## src/hdl/spq_pkg.sv

```systemverilog
// Shared types and constants for the stable priority queue.
`default_nettype none

package spq_pkg;

	localparam int HandleW = 16;
	localparam int KindW   = 8;
	localparam int PrioW   = 31;
	localparam int StatusW = 3;
	localparam int CountW  = 7;

	// Command codes
	localparam logic CMD_INSERT = 1'b0;
	localparam logic CMD_REMOVE = 1'b1;

	// Status codes
	localparam logic [StatusW-1:0] ST_OK    = 3'd0;
	localparam logic [StatusW-1:0] ST_EMPTY = 3'd1;
	localparam logic [StatusW-1:0] ST_NULL  = 3'd2;
	localparam logic [StatusW-1:0] ST_DUP   = 3'd3;
	localparam logic [StatusW-1:0] ST_FULL  = 3'd4;

	typedef struct packed {
		logic [HandleW-1:0] handle;
		logic [KindW-1:0]   kind;
		logic [PrioW-1:0]   prio;
	} entry_t;

	typedef struct packed {
		logic               command;
		logic [HandleW-1:0] item_handle;
		logic [KindW-1:0]   kind;
		logic [PrioW-1:0]   priority_req;
	} in_word_t;

	typedef struct packed {
		logic [StatusW-1:0] status;
		logic [CountW-1:0]  entry_count;
		logic [HandleW-1:0] out_handle;
		logic [KindW-1:0]   out_kind;
		logic [PrioW-1:0]   out_priority;
	} out_word_t;

	// Control broadcast to every cell
	typedef struct packed {
		logic cmp;   // compare key against stored entry
		logic push;  // insert: shift toward tail from the insertion point
		logic pop;   // remove: shift toward head
	} cell_ctl_t;

endpackage

`default_nettype wire

```

## src/hdl/spq_cell.sv

```systemverilog
// One queue slot: holds an entry, compares it against the key, shifts to neighbors.
`default_nettype none

module spq_cell import spq_pkg::*; (
	input  wire logic      clk,
	input  wire logic      arst_n,
	input  wire cell_ctl_t ctl,
	input  wire entry_t    key_entry,
	input  wire entry_t    new_entry,
	input  wire logic      left_valid,
	input  wire logic      left_region,
	input  wire entry_t    left_entry,
	input  wire logic      right_valid,
	input  wire entry_t    right_entry,
	output logic           valid,
	output logic           region,
	output logic           match,
	output entry_t         entry
);

	logic   valid_q;
	logic   gt_q;
	logic   match_q;
	entry_t entry_q;
	logic   take_left;

	// This slot moves on an insert when it is empty or holds a larger priority
	assign region    = !valid_q || gt_q;
	assign take_left = left_region;

	// Control flags: valid bit and compare results
	always_ff @(posedge clk or negedge arst_n) begin
		if (!arst_n) begin
			valid_q <= 1'b0;
			gt_q    <= 1'b0;
			match_q <= 1'b0;
		end else begin
			if (ctl.cmp) begin
				gt_q    <= valid_q && (entry_q.prio > key_entry.prio);
				match_q <= valid_q && (entry_q.handle == key_entry.handle);
			end
			if (ctl.pop) begin
				valid_q <= right_valid;
			end else if (ctl.push && region) begin
				valid_q <= take_left ? left_valid : 1'b1;
			end
		end
	end

	// Payload: take right neighbor on pop, left neighbor or new entry on push
	always_ff @(posedge clk) begin
		if (ctl.pop) begin
			entry_q <= right_entry;
		end else if (ctl.push && region) begin
			entry_q <= take_left ? left_entry : new_entry;
		end
	end

	assign valid = valid_q;
	assign match = match_q;
	assign entry = entry_q;

endmodule

`default_nettype wire

```

## config.mk

```make
export PLATFORM = sky130hd
export DESIGN_NAME = spq_cell
export DESIGN_NICKNAME = d
export VERILOG_FILES = /design/src/hdl/spq_pkg.sv /design/src/hdl/spq_cell.sv
export SDC_FILE = /design/constraint.sdc
export NUM_CORES = 1
export LEC_CHECK = 0
export BUFFER_PORTS_ARGS = -buffer_cell sky130_fd_sc_hd__buf_2
export CORE_AREA = 2 2 112 114
export CTS_CLUSTER_DIAMETER = 30
export DETAILED_ROUTE_END_ITERATION = 10
export DIE_AREA = 0 0 114 116
export GPL_ROUTABILITY_DRIVEN = 0
export PLACE_DENSITY = 0.69
export SYNTH_ARGS = -nofsm -noshare
export SYNTH_HDL_FRONTEND = slang
export SYNTH_SLANG_ARGS = --single-unit
```

## constraint.sdc

```tcl
create_clock -name clk -period 2 [get_ports clk]
set_input_delay 0.3 -clock clk [delete_from_list [all_inputs] [get_ports clk]]
set_output_delay 0.3 -clock clk [all_outputs]
set_load 0.1 [all_outputs]
```

# Word-level counts from Yosys, hierarchy flattened

Cells that the tools add are included.
Widths: inputs -> output; s select.

Flip-flop bits (word level): 58
Bits of input ports: 228
Output and inout port bits: 58
Word-level logic and storage cells: 20

Order comparisons: 1
Eq/ne operators: 1
Multiplexer cells: 6
Reductions and logical operators: 6

Operators with widths:

| cell              | number |
|---|---|
| $mux 55           | 3 |
| $gt 31x31->1      | 1 |
| $eq 16x16->1      | 1 |
| $logic_and 1x1->1 | 3 |
| $mux 1            | 3 |
| $reduce_bool 2->1 | 1 |
| $logic_not 1->1   | 1 |
| $logic_or 1x1->1  | 1 |

# Longest topological paths before layout

Gate-level depths: netlist of the first run.

Depth in word-level cells: 5
Mapped depth: 7
Mapped depth without buffers: 7

# Worst setup path after synthesis of the first run

No wires, ideal clock.

Kind: register to register
Start: register valid_q (netlist: valid)
End: register entry_q (netlist bit entry[0]) (enable)
Setup time: 413 ps
Arrival: 3000 ps
Data required time: 1587 ps
Setup slack: -1413 ps
Cell stages (with the launch flop): 3
Buffers on the path: 0
Period minus slack after synthesis: 3413 ps
Cell sequence: dfrtp_1 nand2b_1 a21o_1

Longest elaborated chain between the ends: 4

RTL lines:

| item                               | RTL line       | RTL |
|---|---|---|
| from (decl)                        | spq_cell.sv:21 | `logic valid_q;` |
| from (signal assigned)             | spq_cell.sv:43 | `valid_q <= right_valid;` |
| from (signal assigned)             | spq_cell.sv:45 | `valid_q <= take_left ? left_valid : 1'b1;` |
| $logic_not 1->1                    | spq_cell.sv:28 | `assign region = !valid_q \|\| gt_q;` |
| $logic_or 1x1->1                   | spq_cell.sv:28 |  |
| via region                         | spq_cell.sv:16 | `output logic region,` |
| $logic_and 1x1->1                  | spq_cell.sv:54 | `end else if (ctl.push && region) begin` |
| $reduce_bool 2->1 (no source line) | -              |  |
| to (signal assigned)               | spq_cell.sv:53 | `entry_q <= right_entry;` |
| to (signal assigned)               | spq_cell.sv:55 | `entry_q <= take_left ? left_entry : new_entry;` |
| to (decl)                          | spq_cell.sv:24 | `entry_t entry_q;` |

The timed path passes the listed nets, and every way through them passes these cells.
A chain may end at the register's enable or synchronous reset.

# Worst setup path in the final report of the first run

Start: register entry_q (netlist bit entry[30])
End: register gt_q

Longest elaborated chain between the ends: 2

RTL lines:

| item                 | RTL line       | RTL |
|---|---|---|
| $gt 31x31->1         | spq_cell.sv:39 | `gt_q <= valid_q && (entry_q.prio > key_entry.prio);` |
| $logic_and 1x1->1    | spq_cell.sv:39 |  |
| to (signal assigned) | spq_cell.sv:39 |  |
| to (decl)            | spq_cell.sv:22 | `logic gt_q;` |

Every way passes these cells.

==> flow_metrics.py, run 1 <==
metrics = {
    "clock_tree": {
        "cts_root_buf": "clkbuf_16",
        "cts_resized": 0,
        "clk_pin_slew_ns": 0.05,
        "post_cts_buffers": 0,
        "cts.sinks": 58,
        "cts_tree": "done",
        "cts.path.max_buffers": 2,
        "cts_buffers": 9,
        "insertion_delay_ns": 0.32,
        "ctsHoldBuffers": 1,
        "h-tree-depth": 3,
    },
    "worst_setup_path": {
        "reg2reg_slack_ns": 0.22,
        "critPathCaptureType": "register",
        "critical_path_class": "reg -> reg",
        "r2r-start": "entry[30]",
        "cp_max_fo": 3,
        "crit_start": "entry[30]",
        "cp-start-kind": "register",
        "cp.arrival_ns": 1.96,
        "cp_data_required_time_ns": 2.18,
    },
    "sta": {
        "timing.fmax_ghz": 0.561,
        "finalCritPeriodShare_pct": 89.1,
        "hold_violations": 0,
        "fin_ws_ns": 0.219,
        "setup_violations": 0,
        "rsz0062_at_grt": "no",
        "period_needed_ns": 1.78,
        "fin_tns_setup_ns": 0,
        "holdWs_ns": 0.264,
        "worstMarginPinSlew_ns": 0.518,
        "slew_headroom_pct": 65.7,
        "skew_ns": 0.00797,
        "slew_viol_final": 0,
    },
    "placed_design": {
        "portBuffers": 277,
        "hpwl_um": 9840,
        "pre_cts_slack_ns": 0.207,
        "placed_cells": 792,
    },
    "floorplan": {
        "die_h_um": 116,
        "io_pins": 286,
        "dieWidth_um": 114,
        "rows": 40,
        "start_util_pct": 32.6,
        "dieArea_sq_um": 13200,
        "core-area_sq_um": 11900,
    },
    "layout": {
        "layout_common_cells": "buf_2, nand2_1, o21ai_0, mux2i_1, edfxtp_1",
        "n_antenna_cell": 0,
        "final_layout_size_suffix_gt1_share_pct": 45.6,
        "nNetsFinal": 916,
        "areaGrowthSynthToFinish_pct": 48.7,
        "final_cells": 809,
        "final_common_cell": "buf_2",
    },
    "yosys": {
        "syn_area_per_cell_sq_um": 10.2,
        "syn_inst": 381,
        "synth-edff-count": 55,
        "ys_seq_area_share_pct": 44.5,
        "post_synth_instance_area_sq_um": 3880,
        "synth_flop_cell": "edfxtp_1",
        "synth_cell_type_count": 32,
        "synth_nets": 640,
        "yosys_warnings": 0,
        "ys_seq_elements": 58,
        "async_reset_ff_share_pct": 5.17,
    },
    "grt": {
        "grt_max_degree": 57,
        "grt_antenna_before_repair": 0,
        "track_usage_pct": 17.4,
        "grt_pass1_wl_um": 18000,
        "grt_pass1_vias": 3916,
        "globalRouteOverflowTotal": 0,
    },
    "power": {
        "p_leak_nw": 2.98,
        "p_clk_share_pct": 27.5,
        "power_density_nw_per_um2": 832,
        "p_sw_share_pct": 41.2,
        "power.internal_w": 0.00282,
        "power_frac_comb_pct": 39.3,
        "seqPwrFrac_pct": 33.2,
        "switching_power_w": 0.00198,
        "p_total_w": 0.00480,
        "vdd_ir_drop_max_v": 0.000404,
    },
    "routing": {
        "ant_nets": 0,
        "wirelength_um": 11700,
        "drc_errors": 0,
        "viasPerCell": 4.67,
        "num_vias": 3782,
        "routedWlPerCell_um": 14.5,
        "drtIter0Drc": 127,
        "first_pass_iters": 4,
    },
    "run_status": {
        "status": "finished, final reports clean",
    },
    "hold_path": {
        "hold_class": "in -> reg",
        "min_from": "right_entry[43]",
    },
    "job": {
        "drv_cap": 0,
    },
}
## cell families after synthesis
| group | synth area share (%) |
|---|---|
| compound gates | 12.1 |
| xor+xnor | 3.61 |
| fa+ha+maj | 10.0 |
| buf+inv | 5.45 |
| flops | 44.5 |
| mux | 14.4 |
| simple gates | 9.93 |
## power groups by stage
stage               combinational [W]  clock (W)  sequential (W)
finish                        0.00189    0.00132         0.00159
global route                  0.00200    0.00141         0.00161
CTS                           0.00190    0.00137         0.00160
detailed placement            0.00189          0         0.00162
global placement              0.00186          0         0.00161
floorplan                    0.000458          0         0.00255
## routing by layer
| metal | routed length (um) | part of all wire [%] | GRT usage [%] | vias to the layer above |
|---|---|---|---|---|
| met2 | 6330 | 54 | 34.0 | 153 |
| li1 | - | - | - | 1922 |
| met5 | 0 | 0 | 0 | - |
| met3 | 736 | 6.3 | 4.34 | 4 |
| met4 | 81 | 0.69 | 4.88 | 0 |
| met1 | 4600 | 39 | 18.4 | 1703 |
## Yosys cell counts, drive strengths merged (3+ instances only)
cell type  count  share of area [%]
mux2i         56                 14
nand3          6               0.77
nand4          9                1.5
clkbuf        11                1.1
a21o           4               0.77
dfrtp          3                1.9
edfxtp        55                 43
xor2          15                3.4
o21ai         57                7.4
nor4           4               0.81
nand2         57                5.5
buf            7                1.3
ha            31                 10
inv           32                3.1
a21oi         14                2.1
nor2           4               0.39
## layout make-up
| cell class | instances | area (sq um) |
|---|---|---|
| inverter | 32 | 120 |
| sequential | 58 | 1730 |
| fill | 1124 | 6140 |
| clock inverter | 4 | 18.8 |
| multi-input combinational | 273 | 1980 |
| tap | 147 | 184 |
| clock buffer | 12 | 236 |
| timing repair buffer | 283 | 1500 |
## sequential cells by signal, summed over array words and instances, names as in the netlist
signal  count
valid       1
gt_q        1
entry      55
match       1
## final timing paths
check                                  to  cells after the start
worst max-delay path                 gt_q                      6
worst min-delay path            entry[43]                      3
worst max register to register       gt_q                      6
worst min register to register      match                      2
max in group asynchronous           valid                      2
min in group asynchronous           valid                      2
## worst max-delay path: stages (launching register included)
cell and delay, ns:
edfxtp_1 0.39, ha_1 0.34, nand4_1 0.18, nor4_2 0.39, nand3_1 0.12, a31oi_1 0.17
a31oi_1 0.06
## through the flow
step,utilization (%),area (sq um)
6_report,48.4,5770
5_1_grt,48.4,5770
4_1_cts,48.4,5770
3_5_place_dp,46.2,5500
3_3_place_gp,46.2,5500
2_1_floorplan,-,3920
Note: power is estimated with default switching activity, not from simulation.
==> run 2, diff against run 1 <==
--- a/config.mk
+++ b/config.mk
@@ -11,7 +11,7 @@
 export DETAILED_ROUTE_END_ITERATION = 10
 export DIE_AREA = 0 0 114 116
 export GPL_ROUTABILITY_DRIVEN = 0
-export PLACE_DENSITY = 0.69
+export PLACE_DENSITY_LB_ADDON = 0.15
 export SYNTH_ARGS = -nofsm -noshare
 export SYNTH_HDL_FRONTEND = slang
 export SYNTH_SLANG_ARGS = --single-unit
==> run 2 against run 1 <==
  * Final cell count up 0.12%
  * Flip-flop and latch count unchanged
  * Sequential share of layout area down 0.071 points
  * Wire length up 0.13%
  * Largest power group unchanged
  * Critical endpoint unchanged
  * Non-clock buffer count up 2
  * Design area up 0.24%
  * Clock power about the same
  * Critical path type unchanged
  * Largest cell class unchanged
==> flow_metrics.py, run 2 (synthesis gave the netlist of run 1 again) <==
metrics = {
    "run_status": {
        "status": "finished, final reports clean",
    },
    "routing": {
        "drtIter0Drc": 52,
        "met2_length_um": 6100,
        "topRoutingLayerUsed": "met4",
        "ant_nets": 0,
        "first_pass_iters": 4,
        "viasPerCell": 4.64,
        "num_vias": 3755,
        "drc_errors": 0,
        "dr_wl_met3_um": 911,
        "routedWlPerCell_um": 14.5,
        "met1Wirelength_um": 4600,
        "wirelength_um": 11800,
    },
    "worst_setup_path": {
        "critical_path_class": "reg -> reg",
        "cp_max_fo": 2,
        "cp-start-kind": "register",
        "cp.arrival_ns": 1.95,
        "path_cells": "ha_1 -> nand4_1 -> a21oi_1 -> o31a_1 -> o41ai_1 -> a31oi_1",
        "reg2reg_depth": 6,
        "max_stage_delay_ns": 0.41,
        "critPathCaptureType": "register",
        "crit_slowest_cell": "edfxtp_1",
        "cp_data_required_time_ns": 2.19,
    },
    "grt": {
        "globalRouteOverflowTotal": 0,
        "grt_pass1_wl_um": 17600,
        "grt_pass1_vias": 3687,
        "grt_antenna_before_repair": 0,
        "grt_max_degree": 52,
        "track_usage_pct": 17.6,
    },
    "hold_path": {
        "hold_class": "in -> reg",
        "min_path_cells": 2,
    },
    "layout": {
        "final_common_cell": "buf_2",
        "areaGrowthSynthToFinish_pct": 49.0,
        "nNetsFinal": 918,
        "final_layout_size_suffix_gt1_share_pct": 45.9,
        "fin_area_sq_um": 5780,
        "layout_common_cells": "buf_2, nand2_1, o21ai_0, mux2i_1, edfxtp_1",
        "n_antenna_cell": 0,
        "largest_reg_flops": 55,
    },
    "floorplan": {
        "dieWidth_um": 114,
        "rows": 40,
        "die_h_um": 116,
        "core-area_sq_um": 11900,
        "io_pins": 286,
        "dieArea_sq_um": 13200,
        "start_util_pct": 32.6,
    },
    "clock_tree": {
        "ctsHoldBuffers": 1,
        "clk_pin_slew_ns": 0.05,
        "cts_tree": "done",
        "insertion_delay_ns": 0.32,
        "cts_buffers": 9,
        "cts.sinks": 58,
        "h-tree-depth": 3,
        "post_cts_buffers": 0,
        "cts_root_buf": "clkbuf_16",
        "cts_resized": 0,
        "cts.path.max_buffers": 2,
    },
    "sta": {
        "slew_viol_final": 0,
        "timing.fmax_ghz": 0.569,
        "skew_ns": 0.00445,
        "rsz0062_at_grt": "no",
        "hold_violations": 0,
        "setup_violations": 0,
        "period_needed_ns": 1.76,
        "worstMarginPinSlew_ns": 0.521,
        "finalCritPeriodShare_pct": 87.8,
        "slew_headroom_pct": 65.5,
    },
    "power": {
        "p_leak_nw": 2.99,
        "vdd_ir_drop_max_v": 0.000407,
        "power_density_nw_per_um2": 828,
        "p_total_w": 0.00479,
    },
    "placed_design": {
        "hpwl_um": 9810,
        "portBuffers": 277,
        "dpl_cell_area_sq_um": 5520,
    },
    "job": {
        "drv_cap": 0,
    },
}
==> run 2: area by class of cell <==
type	instances	area [sq um]
fillers	1146	6130
clock buffers	10	229
multi-input cells	273	1980
repair buffers	285	1520
flip-flops and latches	58	1730
clock inverters	5	22.5
inverters	32	120
well taps	147	184
==> run 2: final timing paths <==
| kind | to | slack [ns] | start |
|---|---|---|---|
| hold / removal | match | 0.26 | ctl[2] |
| setup reg to reg | gt_q | 0.24 | entry[6] |
| max in group asynchronous | valid | 1.52 | arst_n |
| setup / recovery | gt_q | 0.24 | entry[6] |
| min in group asynchronous | gt_q | 0.35 | arst_n |
| hold reg to reg | match | 0.53 | match |
==> run 2: where the power goes <==
group | total (W) | switching (W) | leakage, nW | internal [W]
logic | 0.00188 | 0.00139 | 2.26 | 0.000483
registers | 0.00159 | 0.0000813 | 0.596 | 0.00151
clock network | 0.00132 | 0.000503 | 0.127 | 0.000813
total | 0.00479 | 0.00198 | 2.99 | 0.00281
==> run 2: critical path: cells and delay by family, from the launching register on <==
family / cells / cell delay (ns)
adders and majority gates: 1 / 0.30
and+or+nand+nor: 1 / 0.13
DFF: 1 / 0.41
AOI/OAI and AO/OA: 4 / 0.78
==> run 2: routing by layer <==
metal / vias up / track usage, %
li1: 1933 / -
met4: 0 / 5.45
met1: 1659 / 19.1
met5: - / 0
met3: 12 / 5.33
met2: 151 / 32.9
==> run 2: stage by stage <==
stage | TNS (ns) | util, % | hold WS, ns | setup WS [ns] | cells
final | 0 | 48.5 | 0.256 | 0.243 | 810
after global routing | 0 | 48.5 | 0.249 | 0.106 | 810
after CTS | 0 | 48.5 | 0.250 | 0.226 | 810
after detailed placement | 0 | 46.3 | 0.110 | 0.221 | 794
after global placement | 0 | 46.3 | 0.104 | 0.249 | 794
after floorplan | -0.179 | - | 0.00441 | -0.179 | 381
